**src/hdl/xpbd_pkg.sv**
```systemverilog
// Shared types, codes and helper functions of the distance-constraint solver.
`timescale 1ns / 1ps
`default_nettype none
package xpbd_pkg;

	// Operation codes of a request
	localparam logic [1:0] OP_WRITE = 2'd0;
	localparam logic [1:0] OP_SOLVE = 2'd1;
	localparam logic [1:0] OP_READ  = 2'd2;

	// Outcome codes of a result
	localparam logic [2:0] OUTCOME_WRITTEN    = 3'd0;
	localparam logic [2:0] OUTCOME_APPLIED    = 3'd1;
	localparam logic [2:0] OUTCOME_PINNED     = 3'd2;
	localparam logic [2:0] OUTCOME_COINCIDENT = 3'd3;
	localparam logic [2:0] OUTCOME_READ       = 3'd4;

	localparam logic [31:0] TIME_STEP_RESET = 32'd1092;
	localparam logic [31:0] ALPHA_MAX       = 32'hFFFF_FFFF;
	localparam logic [30:0] MAG31_MAX       = 31'h7FFF_FFFF;

	// Divider iteration counts
	localparam logic [5:0] ALPHA_ITERS  = 6'd32;
	localparam logic [5:0] LAMBDA_ITERS = 6'd31;
	localparam logic [5:0] DIR_ITERS    = 6'd17;

	typedef struct packed {
		logic [1:0]         operation;
		logic [9:0]         first_particle;
		logic [9:0]         second_particle;
		logic signed [31:0] load_x;
		logic signed [31:0] load_y;
		logic signed [31:0] load_z;
		logic [31:0]        load_inverse_mass;
		logic [30:0]        rest_length;
		logic [31:0]        compliance;
	} req_item_t;

	typedef struct packed {
		logic signed [31:0] out_x;
		logic signed [31:0] out_y;
		logic signed [31:0] out_z;
		logic [31:0]        out_inverse_mass;
		logic [2:0]         outcome;
	} rsp_item_t;

	// Datapath commands
	typedef enum logic [4:0] {
		CMD_IDLE, CMD_LOAD, CMD_WRITE, CMD_READ_A, CMD_READ_B, CMD_CAP_B,
		CMD_DELTA, CMD_SQUARE, CMD_SQRT_INIT, CMD_SQRT_STEP, CMD_DIST,
		CMD_ALPHA_START, CMD_ALPHA_WAIT, CMD_LM_START, CMD_LM_WAIT,
		CMD_DIR_START, CMD_DIR_WAIT, CMD_STEP, CMD_MOVE, CMD_STORE, CMD_RESULT
	} dp_code_t;

	typedef struct packed {
		dp_code_t   code;
		logic [1:0] axis;
		logic       end_b;
		logic [2:0] outcome;
	} dp_cmd_t;

	typedef struct packed {
		logic [1:0] operation;
		logic       wsum_zero;
		logic       s_zero;
		logic       sqrt_last;
		logic       div_done;
		logic       alpha_skip;
		logic       lm_sat;
	} dp_stat_t;

	// Saturate a 33-bit signed value to 32 bits
	function automatic logic [31:0] sat32(input logic [32:0] v);
		logic [31:0] r;
		if (v[32] != v[31]) begin
			r = v[32] ? 32'h8000_0000 : 32'h7FFF_FFFF;
		end else begin
			r = v[31:0];
		end
		return r;
	endfunction

	// Magnitude of a 32-bit signed value
	function automatic logic [31:0] mag32(input logic [31:0] v);
		logic [31:0] r;
		r = v[31] ? (~v + 32'd1) : v;
		return r;
	endfunction

endpackage
`default_nettype wire

```
**src/hdl/xpbd_ctrl.sv**
```systemverilog
// Controller: sequences memory access, arithmetic steps and the result register.
`timescale 1ns / 1ps
`default_nettype none
module xpbd_ctrl (
	input  wire logic              clk,
	input  wire logic              arst_n,
	input  wire logic              req_valid,
	output logic                   req_ready,
	output logic                   rsp_valid,
	input  wire logic              rsp_ready,
	output xpbd_pkg::dp_cmd_t      cmd,
	input  wire xpbd_pkg::dp_stat_t stat
);
	import xpbd_pkg::*;

	typedef enum logic [21:0] {
		S_IDLE       = 22'd1 << 0,
		S_DECODE     = 22'd1 << 1,
		S_WRITE      = 22'd1 << 2,
		S_READ       = 22'd1 << 3,
		S_RDA        = 22'd1 << 4,
		S_RDB        = 22'd1 << 5,
		S_CAPB       = 22'd1 << 6,
		S_DELTA      = 22'd1 << 7,
		S_SQ         = 22'd1 << 8,
		S_SQRT_INIT  = 22'd1 << 9,
		S_SQRT       = 22'd1 << 10,
		S_DIST       = 22'd1 << 11,
		S_ALPHA      = 22'd1 << 12,
		S_ALPHA_WAIT = 22'd1 << 13,
		S_LM         = 22'd1 << 14,
		S_LM_WAIT    = 22'd1 << 15,
		S_DIR        = 22'd1 << 16,
		S_DIR_WAIT   = 22'd1 << 17,
		S_STEP       = 22'd1 << 18,
		S_MOVE       = 22'd1 << 19,
		S_STORE      = 22'd1 << 20,
		S_RESULT     = 22'd1 << 21
	} state_t;

	state_t     state_q, state_d;
	logic [1:0] axis_q, axis_d;
	logic       end_q, end_d;
	logic [2:0] outcome_q, outcome_d;
	logic       valid_q;
	logic       load_result;

	assign req_ready   = state_q == S_IDLE;
	assign load_result = (state_q == S_RESULT) && (!valid_q || rsp_ready);

	// Next state and command
	always_comb begin
		state_d     = state_q;
		axis_d      = axis_q;
		end_d       = end_q;
		outcome_d   = outcome_q;
		cmd.code    = CMD_IDLE;
		cmd.axis    = axis_q;
		cmd.end_b   = end_q;
		cmd.outcome = outcome_q;
		unique case (state_q)
			S_IDLE: begin
				if (req_valid) begin
					cmd.code = CMD_LOAD;
					state_d  = S_DECODE;
				end
			end
			S_DECODE: begin
				priority if (stat.operation == OP_WRITE) begin
					state_d = S_WRITE;
				end else if (stat.operation == OP_SOLVE) begin
					state_d = S_RDA;
				end else begin
					state_d = S_READ;
				end
			end
			S_WRITE: begin
				cmd.code  = CMD_WRITE;
				outcome_d = OUTCOME_WRITTEN;
				state_d   = S_RESULT;
			end
			S_READ: begin
				cmd.code  = CMD_READ_A;
				outcome_d = OUTCOME_READ;
				state_d   = S_RESULT;
			end
			S_RDA: begin
				cmd.code = CMD_READ_A;
				state_d  = S_RDB;
			end
			S_RDB: begin
				cmd.code = CMD_READ_B;
				state_d  = S_CAPB;
			end
			S_CAPB: begin
				cmd.code = CMD_CAP_B;
				state_d  = S_DELTA;
			end
			S_DELTA: begin
				cmd.code = CMD_DELTA;
				axis_d   = 2'd0;
				if (stat.wsum_zero) begin
					outcome_d = OUTCOME_PINNED;
					state_d   = S_RESULT;
				end else begin
					state_d = S_SQ;
				end
			end
			S_SQ: begin
				cmd.code = CMD_SQUARE;
				axis_d   = axis_q + 2'd1;
				if (axis_q == 2'd2) begin
					state_d = S_SQRT_INIT;
				end
			end
			S_SQRT_INIT: begin
				if (stat.s_zero) begin
					outcome_d = OUTCOME_COINCIDENT;
					state_d   = S_RESULT;
				end else begin
					cmd.code = CMD_SQRT_INIT;
					state_d  = S_SQRT;
				end
			end
			S_SQRT: begin
				cmd.code = CMD_SQRT_STEP;
				if (stat.sqrt_last) begin
					state_d = S_DIST;
				end
			end
			S_DIST: begin
				cmd.code = CMD_DIST;
				state_d  = S_ALPHA;
			end
			S_ALPHA: begin
				cmd.code = CMD_ALPHA_START;
				state_d  = stat.alpha_skip ? S_LM : S_ALPHA_WAIT;
			end
			S_ALPHA_WAIT: begin
				cmd.code = CMD_ALPHA_WAIT;
				if (stat.div_done) begin
					state_d = S_LM;
				end
			end
			S_LM: begin
				cmd.code = CMD_LM_START;
				axis_d   = 2'd0;
				state_d  = stat.lm_sat ? S_DIR : S_LM_WAIT;
			end
			S_LM_WAIT: begin
				cmd.code = CMD_LM_WAIT;
				if (stat.div_done) begin
					state_d = S_DIR;
				end
			end
			S_DIR: begin
				cmd.code = CMD_DIR_START;
				state_d  = S_DIR_WAIT;
			end
			S_DIR_WAIT: begin
				cmd.code = CMD_DIR_WAIT;
				if (stat.div_done) begin
					if (axis_q == 2'd2) begin
						axis_d  = 2'd0;
						end_d   = 1'b0;
						state_d = S_STEP;
					end else begin
						axis_d  = axis_q + 2'd1;
						state_d = S_DIR;
					end
				end
			end
			S_STEP: begin
				cmd.code = CMD_STEP;
				axis_d   = 2'd0;
				state_d  = S_MOVE;
			end
			S_MOVE: begin
				cmd.code = CMD_MOVE;
				axis_d   = axis_q + 2'd1;
				if (axis_q == 2'd2) begin
					state_d = S_STORE;
				end
			end
			S_STORE: begin
				cmd.code = CMD_STORE;
				if (end_q) begin
					outcome_d = OUTCOME_APPLIED;
					state_d   = S_RESULT;
				end else begin
					end_d   = 1'b1;
					state_d = S_STEP;
				end
			end
			S_RESULT: begin
				if (load_result) begin
					cmd.code = CMD_RESULT;
					state_d  = S_IDLE;
				end
			end
			default: state_d = S_IDLE;
		endcase
	end

	// Hold state, counters and result valid
	always_ff @(posedge clk or negedge arst_n) begin
		if (!arst_n) begin
			state_q   <= S_IDLE;
			axis_q    <= '0;
			end_q     <= 1'b0;
			outcome_q <= OUTCOME_WRITTEN;
			valid_q   <= 1'b0;
		end else begin
			state_q   <= state_d;
			axis_q    <= axis_d;
			end_q     <= end_d;
			outcome_q <= outcome_d;
			valid_q   <= load_result || (valid_q && !rsp_ready);
		end
	end

	assign rsp_valid = valid_q;
endmodule
`default_nettype wire

```
**config.mk**
```make
export PLATFORM = sky130hd
export DESIGN_NAME = xpbd_ctrl
export DESIGN_NICKNAME = d
export VERILOG_FILES = /design/src/hdl/xpbd_pkg.sv /design/src/hdl/xpbd_ctrl.sv
export SDC_FILE = /design/constraint.sdc
export NUM_CORES = 1
export LEC_CHECK = 0
export ABC_AREA = 0
export BUFFER_PORTS_ARGS = -buffer_cell sky130_fd_sc_hd__buf_2
export CORE_MARGIN = 3
export CORE_UTILIZATION = 50
export CTS_CLUSTER_DIAMETER = 30
export DETAILED_ROUTE_END_ITERATION = 16
export PLACE_DENSITY = 0.81
export SYNTH_ARGS = -nofsm -noshare
export SYNTH_HDL_FRONTEND = slang
export SYNTH_SLANG_ARGS = --single-unit
```
**constraint.sdc**
```tcl
create_clock -name clk -period 2.7 [get_ports clk]
set_clock_uncertainty 0.15 [all_clocks]
set_input_delay 0.54 -clock clk [delete_from_list [all_inputs] [get_ports clk]]
set_output_delay 0.54 -clock clk [all_outputs]
set_load 0.05 [all_outputs]
```
**Yosys cells after proc, flatten, opt, wreduce, memory -nomap -nowiden**

Index checks and enable logic that the tools add are counted.

- Bits of input ports: 12
- Register bits: 29
- Output and inout bits: 13

- Eq/ne operators: 36
- Reductions and logical operators: 18
- Mux-type cells: 31
- Add/sub/neg operators: 1

Operators by type and width:

| cell | count |
|---|---|
| $pmux 22 s21 | 1 |
| $mux 22 | 11 |
| $pmux 5 s20 | 1 |
| $ne 2x2->1 const B | 12 |
| $eq 22x1->1 const B | 1 |
| $eq 22x10->1 const B | 1 |
| $eq 22x11->1 const B | 1 |
| $eq 22x12->1 const B | 1 |
| $eq 22x13->1 const B | 1 |
| $eq 22x14->1 const B | 1 |
| $eq 22x15->1 const B | 1 |
| $eq 22x16->1 const B | 1 |
| $eq 22x17->1 const B | 1 |
| $eq 22x18->1 const B | 1 |
| $eq 22x19->1 const B | 1 |
| $eq 22x2->1 const B | 1 |
| $eq 22x20->1 const B | 1 |
| $eq 22x21->1 const B | 1 |
| $eq 22x22->1 const B | 1 |
| $eq 22x3->1 const B | 1 |
| $eq 22x4->1 const B | 1 |
| $eq 22x5->1 const B | 1 |
| $eq 22x6->1 const B | 1 |
| $eq 22x7->1 const B | 1 |
| 29 further kinds | 41 |

**Longest topological paths before layout**

Gate-level depths: netlist of the first run.

- Word-level depth: 5
- Gate-level depth with buffers: 8
- Depth with buffers taken out: 6

**Least setup slack after synthesis of the first run**

Ideal clock, no wire load.

- Path type: flip-flop to output port
- Start point: register state_q[13]
- End point: output port cmd[6] (netlist name)
- Data arrival time: 3189 ps
- Stages on the path, launching flop included: 8
- Slack: -1179 ps
- Required time: 2010 ps
- Path through: dfrtp_1 buf_6 nor4_4 and4_2 nand2_1 nor3_1 a211oi_1 nand4_1

RTL lines:

| element | RTL line | RTL |
|---|---|---|
| start: declaration | xpbd_ctrl.sv:41 | `state_t state_q, state_d;` |
| start signal: assignment | xpbd_ctrl.sv:214 | `state_q <= state_d;` |
| end: declaration | xpbd_ctrl.sv:11 | `output xpbd_pkg::dp_cmd_t cmd,` |

==> results_dict.tcl, run 1 <==
set metrics [dict create \
    signal_arrival_time_at_the_worst_endpoint_ns 2.48 \
    grt_max_degree 30 \
    number_of_synthesized_flops_with_an_enable_pin 0 \
    rsz0062_at_grt "yes" \
    postSynthCellCount 195 \
    core_sq_mm 0.00349 \
    die-area_sq_mm 0.00458 \
    first_global_vias 2091 \
    netlist.area_leader.share_pct 36.8 \
    synth_top_cells_by_area "dfrtp_1 (37%), nor4_4 (3.4%), nor2_1 (3.2%), nand2_1 (3.0%), nor4_1 (3.0%)" \
    fmaxAchievable_mhz 316 \
    place_congestion 0.997 \
    wl_per_cell_um 20.2 \
    insertion_delay_ns 0.30 \
    cts.reportedPaths.clkPinSlew_ns 0.07 \
    setup.worst_path.start_class "flip-flop" \
    instances_no_fill 337 \
    net_count_after_synthesis 210 \
    critPathKind "flip-flop to output port" \
    grt_overflow_total 0 \
    setup.worst_path.end_class "output port" \
    wirelength_mm 6.82 \
    cts_num_sinks 29 \
    detailed_place_hpwl_mm 4.38 \
    critPathSlowestCell "or4b_4" \
    first_iter_violations 219 \
    finish.utilization_pct 83.2 \
    asyncSetResetFlopFracSynth_pct 100 \
    hold_violations 0 \
    cp_max_fo 8 \
    violations "setup timing" \
    ys_seq_elements 29 \
    peakVddDrop_mv 0.539 \
    worstRegToRegCells 8 \
    tritoncts "yes" \
    number_of_antenna_violations_at_the_first_check_in_global_routing 0 \
    timing.critical_path.slowest_cell_delay_ns 0.57 \
    yosys_top_cell_by_area "dfrtp_1" \
    cts-htree-levels 2 \
    timing.critical_path.required_ns 2.01 \
    syn-cell-area_sq_mm 0.00190 \
    inserted_clock_buffers 5 \
    crit_chain "nor4_2 > buf_4 > nand4_4 > or4b_4 > and4_1 > nand4b_1 > buf_6" \
    yosysUniqueCellTypes 52 \
    slew_violations 0 \
    fp-row-count 21 \
    area.growth.synth_to_final_pct 53.0 \
    floorplan.die.height_um 67.7 \
    setup_viol 8 \
    synth_sequential_area_ratio_pct 38.2 \
    grt_first_pass_wirelength_mm 10.0 \
    via_count 2151 \
    root_buffer "clkbuf_8" \
    yosys_most_used_dff "dfrtp_1" \
    port-buffer-count 24 \
    max_cap_viol_count 0 \
    detail-route-antenna-nets 0 \
    tightestPinTransition_ns 0.657 \
    pin_count 25 \
    initial_utilization_pct 54.4 \
    dieWidth_um 67.7 \
    avgViaCountPerCell 6.38 \
    timing.final.crit_period_ns 3.17 \
    nets 305 \
    ratio_of_total_power_to_cell_area_mw_per_mm2 655 \
    timing.hold.worst.class "primary input to asynchronous set/reset pin" \
    track_usage_pct 30.8 \
    setup_ws_ns -0.467 \
    whs_ns 0.116 \
    diodes_inserted 0 \
    min_period_over_period_pct 117 \
    first_pass_iters 5 \
    cts.path.max_buffers 2 \
    slew_headroom_pct 56.2 \
    nFillCells 184 \
    syn_area_per_cell_sq_um 9.75 \
    post_route_cells_drive_above_1_share_pct 51.5 \
    run_status "finished with violations" \
    pleak_nw 1.43 \
    detail_route.drc_violations 0 \
    synth_warnings 0 \
    place_inst 319 \
]
state kept, by name, summed over array words and instances, names as in the netlist:
register   count
axis_q         2
end_q          1
outcome_q      3
rsp_valid      1
state_q       22
critical path, delay by kind of cell, from the launching register on:
| kind | cells | cell delay (ns) |
|---|---|---|
| simple gates | 5 | 1.41 |
| flops | 1 | 0.39 |
| buf+inv | 2 | 0.37 |
power by group:
part	internal, mW	total [mW]	switching, mW
Clock	0.178	0.356	0.178
Combinational	0.483	1.05	0.563
Sequential	0.474	0.503	0.0293
through the flow:
stage	TNS (ns)	power (mW)	setup WS, ns	cell area, sq um
after floorplan	-0.607	1.01	-0.308	1930
after global placement	-0.836	1.32	-0.258	2520
after detailed placement	-0.944	1.34	-0.270	2520
after CTS	-1.55	1.84	-0.379	2790
after global routing	-2.98	2.00	-0.507	2910
final	-2.30	1.91	-0.467	2910
final timing paths:
check / slack [ns] / to / startpoint
max: -0.47 / cmd[9] / state_q[19]
min: 0.12 / outcome_q[1] / arst_n
max reg2reg: -0.09 / outcome_q[0] / state_q[10]
min reg2reg: 0.33 / outcome_q[2] / outcome_q[2]
max in group asynchronous: 1.86 / state_q[10] / arst_n
min in group clk: 0.25 / state_q[2] / stat[6]
synthesized netlist by cell type (2+ instances only):
cell	number
nand4_1	7
ha_1	3
or4_1	6
o21ai_0	4
buf_4	3
a32oi_1	2
a21oi_1	3
nor4_1	9
and4_1	2
nor4_4	3
o31ai_1	2
mux2_2	2
o41ai_1	2
inv_1	7
or3_1	3
and4b_1	2
nor2_1	16
nand4b_1	6
or2_2	7
a2111o_1	2
a21o_1	2
o2bb2ai_1	3
mux2_4	2
clkbuf_1	2
and4_2	2
nand3b_1	2
xnor2_1	4
or3_2	2
dfrtp_1	28
nand3_1	3
nand2b_1	4
or4_4	3
nor3_1	11
nor3b_1	4
nand2_1	15
layer usage:
| metal | up-vias | global-route usage, % | share of wire [%] |
|---|---|---|---|
| li1 | 943 | - | - |
| met1 | 1002 | 36.6 | 38 |
| met2 | 147 | 49.8 | 47 |
| met3 | 59 | 9.48 | 8.1 |
| met4 | 0 | 15.7 | 6.7 |
| met5 | - | 0 | 0 |
cells by family (layout without fill, tap and decap cells):
kind of cell             Yosys count  count (layout)  synth area share, %
AND/OR/NAND/NOR                  114             114                 40.3
flip-flops                        29              29                 38.2
AO/OA/AOI/OAI                     26              26                 10.7
buffers and inverters             14             110                 3.82
XOR/XNOR                           5               5                 2.30
multiplexers                       4               4                 2.76
adder cells (fa/ha/maj)            3               3                 1.97
final cells by class:
cell class	instances	area [sq um]	area share (%)
clock inverters	2	10.0	0.344
flip-flops and latches	29	727	25.0
well taps	46	57.6	1.98
inverters	7	26.3	0.903
repair buffers	95	736	25.3
multi-input cells	152	1280	44.0
clock buffers	6	72.6	2.49
cell usage in the layout (no fill, tap or decap), drive strengths merged, types with 3 or more instances in the layout:
cell / netlist / final
or3: 5 / 5
ha: 3 / 3
xnor2: 4 / 4
or2: 7 / 7
nor3b: 4 / 4
nand4: 9 / 9
nand2b: 4 / 4
dfrtp: 28 / 28
o21ai: 4 / 4
inv: 7 / 7
nor4: 12 / 12
mux2: 4 / 4
buf: 5 / 95
nor2: 16 / 16
or4: 9 / 9
nor3: 11 / 11
nand4b: 6 / 6
o2bb2ai: 3 / 3
nand2: 15 / 15
clkbuf: 2 / 6
nand3: 4 / 4
and4: 4 / 4
a21oi: 3 / 3
repair_timing:
item                       CTS  global route
hold buffers                 0             0
pin swaps                   12             7
resized for setup           38            13
setup endpoints to repair    8            10
setup buffers                4             7
No activity file was read; power rests on OpenSTA's default activity.
==> run 2, diff against run 1 <==
- ABC_AREA: 0 -> 1
==> run 2 against run 1 <==
  * The flow still finishes with violations (setup timing)
  * Largest cell class unchanged
  * Via count rose by 1.4%
  * Sequential cell count unchanged
  * Utilization decreased by 16 points
  * Power decreased by 14%
  * Cell count rose by 18%
  * Largest power group unchanged
  * Sequential share of layout area is 3.8 points higher
  * Sequential power grew 3%
  * Routed wire length down 20%
  * Combinational power decreased by 26%
  * Count of clock-buffer cells in the layout is the same
  * Hold slack better by 0.0077 ns
  * Critical endpoint is now cmd[6]
==> results_dict.tcl, run 2 <==
set metrics [dict create \
    max_cap_viol_count 0 \
    die-area_sq_mm 0.00481 \
    timing.final.crit_period_ns 2.72 \
    setup_viol 4 \
    track_usage_pct 22.5 \
    busiest_layer_in_global_routing "met2" \
    power.switching_mw 0.718 \
    insertion_delay_ns 0.28 \
    cts-htree-levels 2 \
    number_of_antenna_violations_at_the_first_check_in_global_routing 0 \
    synth.most_common_cell "nand2_1" \
    post_cts_hold_buffer_count 0 \
    hold_violations 0 \
    yosys_most_used_dff "dfrtp_1" \
    ratio_of_total_power_to_cell_area_mw_per_mm2 649 \
    pleak_nw 1.43 \
    fmaxAchievable_mhz 367 \
    detail_route.drc_violations 0 \
    p_comb_share_pct 47.3 \
    grt_first_pass_wirelength_mm 8.81 \
    slew_headroom_pct 57.9 \
    clock_network_fraction_of_total_power_pct 21.0 \
    initial_utilization_pct 53.3 \
    peakVddDrop_mv 0.396 \
    run_status "finished with violations" \
    whs_ns 0.124 \
    yosysUniqueCellTypes 26 \
    synth.cells.most_frequent "nand2_1 (61), inv_1 (51), nor2_1 (50), nand3_1 (35), dfrtp_1 (28)" \
    inserted_clock_buffers 5 \
    layout_commonest_cell "nand2_1" \
    min_period_over_period_pct 101 \
    post_route_cells_drive_above_1_share_pct 26.5 \
    dp_slack_ns 0.127 \
    asyncSetResetFlopFracSynth_pct 100 \
    grt_max_degree 30 \
    detailed_place_hpwl_mm 3.95 \
    grt_overflow_total 0 \
    dieWidth_um 69.4 \
    crit_chain "nor2_2 > nand2_2 > nor2_4 > buf_12 > nand3_1 > nand2_2 > inv_1 > nand3_1 > nor2_1 > nand3_1 > buf_6" \
    cell_area_placed_sq_mm 0.00221 \
    via_count 2182 \
    avgViaCountPerCell 5.47 \
    tightestPinTransition_ns 0.632 \
    rsz0062_at_grt "yes" \
    synth_top_cells_by_area "dfrtp_1 (35%), nand2_1 (11%), inv_1 (9.5%), nor2_1 (9.3%), nand3_1 (8.7%)" \
    yosys_top_cell_by_area "dfrtp_1" \
    netlist.area_leader.share_pct 34.9 \
    signal_arrival_time_at_the_worst_endpoint_ns 2.03 \
    pin_count 25 \
    timing.critical_path.slowest_cell_delay_ns 0.40 \
    flip_flop_count_of_the_largest_register_after_layout 22 \
    setup.worst_path.end_class "output port" \
    number_of_synthesized_flops_with_an_enable_pin 0 \
    syn_area_per_cell_sq_um 6.69 \
    critPathKind "flip-flop to output port" \
    use_met1_pct 30.0 \
    syn-cell-area_sq_mm 0.00201 \
    critPathSlowestCell "dfrtp_1" \
    wl_per_cell_um 13.8 \
    diodes_inserted 0 \
    nets 365 \
    core_sq_mm 0.00377 \
    first_global_vias 1932 \
    met3_track_usage_gr_pct 5.36 \
    postSynthCellCount 300 \
    cp_max_fo 5 \
    timing.hold.worst.class "primary input to asynchronous set/reset pin" \
    path_common_cell "nand3_1" \
    synth_warnings 0 \
    timing.critical_path.required_ns 2.01 \
    cts.path.max_buffers 2 \
    place_congestion 0.937 \
    floorplan.die.height_um 69.4 \
    port-buffer-count 24 \
    cts.reportedPaths.clkPinSlew_ns 0.06 \
    violations "setup timing" \
    tritoncts "yes" \
    finish.instance_area_sq_mm 0.00252 \
    net_count_after_synthesis 315 \
    synth_sequential_area_ratio_pct 36.2 \
    ys_seq_elements 29 \
    setup.worst_path.start_class "flip-flop" \
    biggestRegsByFlops "state_q (22), outcome_q (3), axis_q (2)" \
    most-common-layout-cells "nand2_1 (54), inv_1 (49), nor2_1 (48)" \
    use_met2_pct 36.5 \
    area.growth.synth_to_final_pct 25.5 \
    setup_ws_ns -0.0226 \
    internal_power_mw 0.917 \
    sequentialPowerShare_pct 31.7 \
    final.setup.tns_ns -0.0557 \
    first_pass_iters 6 \
    cts_num_sinks 29 \
    fp-row-count 22 \
    slew_violations 0 \
    swShare_pct 43.9 \
    first_iter_violations 257 \
    root_buffer "clkbuf_8" \
    wirelength_mm 5.49 \
    detail-route-antenna-nets 0 \
    regMostFlops "state_q" \
]
==> run 2: through the flow <==
| stage | std cells | power, mW | utilization [%] |
|---|---|---|---|
| 6_report | 399 | 1.63 | 66.9 |
| 5_1_grt | 399 | 1.72 | 66.9 |
| 4_1_cts | 391 | 1.59 | 63.9 |
| 3_5_place_dp | 375 | 1.14 | 58.5 |
| 3_3_place_gp | 375 | 1.13 | 58.5 |
| 2_1_floorplan | 300 | 0.995 | - |
==> run 2: cell type report <==
type | instances | area (sq um)
clock inverter | 2 | 10.0
timing repair buffer | 47 | 337
sequential | 29 | 727
multi-input combinational | 214 | 1110
fill | 329 | 1250
tap | 48 | 60.1
clock buffer | 6 | 72.6
inverter | 53 | 201
==> run 2: cell families after synthesis <==
logic type | after synthesis | synth area share (%)
compound gates | 20 | 5.48
fa+ha+maj | 3 | 1.87
buf+inv | 57 | 11.7
flops | 29 | 36.2
simple gates | 191 | 44.7
==> run 2: critical path, delay by kind of cell, from the launching register on <==
family	cells	cell delay (ns)
flip-flops	1	0.40
AND/OR/NAND/NOR	8	0.97
buffers and inverters	3	0.38
==> run 2: path summary, 6_finish.rpt <==
kind	from	to	cells past startpoint	slack [ns]
max	state_q[18]	cmd[6]	11	-0.02
min	arst_n	state_q[1]	1	0.12
max reg2reg	state_q[2]	state_q[9]	12	0.56
min reg2reg	outcome_q[2]	outcome_q[2]	2	0.35
max in group asynchronous	arst_n	state_q[9]	1	1.87
min in group clk	stat[6]	state_q[2]	2	0.26
==> run 2: power by group through the flow <==
stage / registers [mW] / clock network [mW] / logic (mW)
after CTS: 0.516 / 0.351 / 0.719
after global placement: 0.520 / 0 / 0.607
after detailed placement: 0.522 / 0 / 0.617
after global routing: 0.522 / 0.375 / 0.828
final: 0.519 / 0.343 / 0.773
after floorplan: 0.582 / 0 / 0.413
==> run 2: layer usage <==
layer | part of all wire (%) | routed length, um | up-vias
li1 | - | - | 1052
met4 | 2.6 | 143 | 0
met3 | 8.9 | 490 | 24
met1 | 42 | 2290 | 977
met2 | 47 | 2570 | 129
met5 | 0 | 0 | -
==> run 2: timing repair <==
action | CTS | global route
gates resized for setup | 15 | 17
buffers inserted | 8 | 8
setup endpoints to repair | 5 | 6
pin swaps | 4 | 10
==> run 3, diff against run 2 <==
- CORE_ASPECT_RATIO: default -> 0.75
- SETUP_SLACK_MARGIN: default -> 0.02
==> run 3 against run 2 <==
  * The flow still finishes with violations (setup timing)
  * Global-route usage grew 2.4 points
  * Sequential power about the same
  * Hold slack better by 0.00055 ns
  * Non-clock buffer count is 16 higher
  * Cell count grew 5.0%
  * Die area is 0.17% higher
  * Maximum frequency grew 0.42%
  * Sequential share of layout area decreased by 2.7 points
  * Critical path depth decreased by 1
  * Sequential cell count stayed put
  * Via count increased by 2.4%
==> results_dict.tcl, run 3 (synthesis results as in run 2) <==
set metrics [dict create \
    cts.reportedPaths.clkPinSlew_ns 0.06 \
    busiest_layer_in_global_routing "met2" \
    fp-row-count 19 \
    peakVddDrop_mv 0.630 \
    worstSetupStartpoint "state_q[0]" \
    run_status "finished with violations" \
    r2r_setup_slack_ns 0.52 \
    first_global_vias 1902 \
    layout_commonest_cell "nand2_1" \
    crit_cells 10 \
    fmaxAchievable_mhz 369 \
    finish.instance_area_sq_mm 0.00279 \
    wirelength_mm 6.20 \
    use_met2_pct 38.1 \
    cts-htree-levels 2 \
    use_met1_pct 34.8 \
    max_cap_viol_count 0 \
    slew_headroom_pct 57.7 \
    insertion_delay_ns 0.28 \
    cts.path.max_buffers 2 \
    cts_num_sinks 29 \
    crit_chain "nor2_4 > nand2_4 > nor2_4 > buf_6 > nand3_4 > nand2_2 > inv_2 > nand2_2 > or3_4 > buf_8" \
    setup.worst_path.end_class "output port" \
    number_of_antenna_violations_at_the_first_check_in_global_routing 0 \
    place_congestion 0.941 \
    die-area_sq_mm 0.00482 \
    first_iter_violations 169 \
    post_route_cells_drive_above_1_share_pct 34.6 \
    rsz0062_at_grt "yes" \
    track_usage_pct 24.9 \
    floorplan.die.height_um 60.9 \
    initial_utilization_pct 53.5 \
    inserted_clock_buffers 5 \
    tritoncts "yes" \
    cell_area_placed_sq_mm 0.00221 \
    nFillCells 297 \
    timing.final.crit_period_ns 2.71 \
    timing.rr.start "state_q[5]" \
    dp_slack_ns 0.0612 \
    critPathSlowestCell "dfstp_2" \
    dieWidth_um 79.2 \
    slew_violations 0 \
    first_pass_iters 5 \
    grt_max_degree 30 \
    design_power_total_mw 1.76 \
    critPathKind "flip-flop to output port" \
    regMostFlops "state_q" \
    pin_count 25 \
    avgViaCountPerCell 5.33 \
    detail-route-antenna-nets 0 \
    met3_track_usage_gr_pct 6.68 \
    worstRegToRegCells 14 \
    biggestRegsByFlops "state_q (22), outcome_q (3), axis_q (2)" \
    final.setup.tns_ns -0.0112 \
    port-buffer-count 24 \
    diodes_inserted 0 \
    via_count 2234 \
    detailed_place_hpwl_mm 4.08 \
    violations "setup timing" \
    critPathBufInv 3 \
    wl_per_cell_um 14.8 \
    hold_violations 0 \
    whs_ns 0.124 \
    cpLargestDelayFamily "simple AND/OR/NAND/NOR gates" \
    setup.worst_path.start_class "flip-flop" \
    place_inst 379 \
    ratio_of_total_power_to_cell_area_mw_per_mm2 630 \
    flip_flop_count_of_the_largest_register_after_layout 22 \
    nets 381 \
    pleak_nw 1.53 \
    setup_ws_ns -0.0112 \
    signal_arrival_time_at_the_worst_endpoint_ns 2.02 \
    area.growth.synth_to_final_pct 38.9 \
    instances_no_fill 419 \
    cp_max_fo 7 \
    grt_first_pass_wirelength_mm 8.96 \
    timing.critical_path.slowest_cell_delay_ns 0.55 \
    timing.hold.worst.class "primary input to asynchronous set/reset pin" \
    root_buffer "clkbuf_8" \
    core_sq_mm 0.00376 \
    most-common-layout-cells "nand2_1 (51), inv_1 (47), nor2_1 (43)" \
    min_period_over_period_pct 100 \
    setup_viol 1 \
    finish.utilization_pct 74.3 \
    timing.critical_path.required_ns 2.01 \
    grt_overflow_total 0 \
    detail_route.drc_violations 0 \
    tightestPinTransition_ns 0.634 \
]
-- run 3: cell types whose count changed in the layout (fill, tap and decap cells not counted), moves of 3 or more --
cell     previous run  this run
buf_4              21        34
nand3_1            33        28
nor2_1             48        43
nand3_4             0         4
nand2_1            54        51
nor2_2              7        10
-- run 3: final cells by class --
cell class / instances / area, sq um / area share (%)
clock buffers: 8 / 80.1 / 2.87
inverters: 53 / 204 / 7.31
multi-input cells: 214 / 1230 / 44.0
flip-flops and latches: 29 / 729 / 26.1
well taps: 52 / 65.1 / 2.33
repair buffers: 63 / 484 / 17.4
-- run 3: final timing paths --
path,to
max,cmd[7]
min,state_q[5]
max reg2reg,axis_q[1]
min reg2reg,outcome_q[1]
max in group asynchronous,state_q[3]
min in group clk,state_q[2]
-- run 3: power breakdown --
part	internal [mW]	switching, mW	total (mW)
combinational	0.325	0.573	0.898
clock	0.183	0.158	0.341
sequential	0.483	0.0363	0.519
-- run 3: metal layers --
layer,share of wire (%),up-vias
met5,0,-
met1,43,1023
li1,-,1088
met4,1.7,0
met3,8.4,15
met2,46,108
-- run 3: timing repair --
action                                  in CTS  in global routing
gates cloned                                 0                  0
pin swaps                                    6                 21
endpoints found under the setup margin       5                  6
hold buffers                                 0                  0
gates resized for setup                     23                 43
buffers inserted                             9                 23
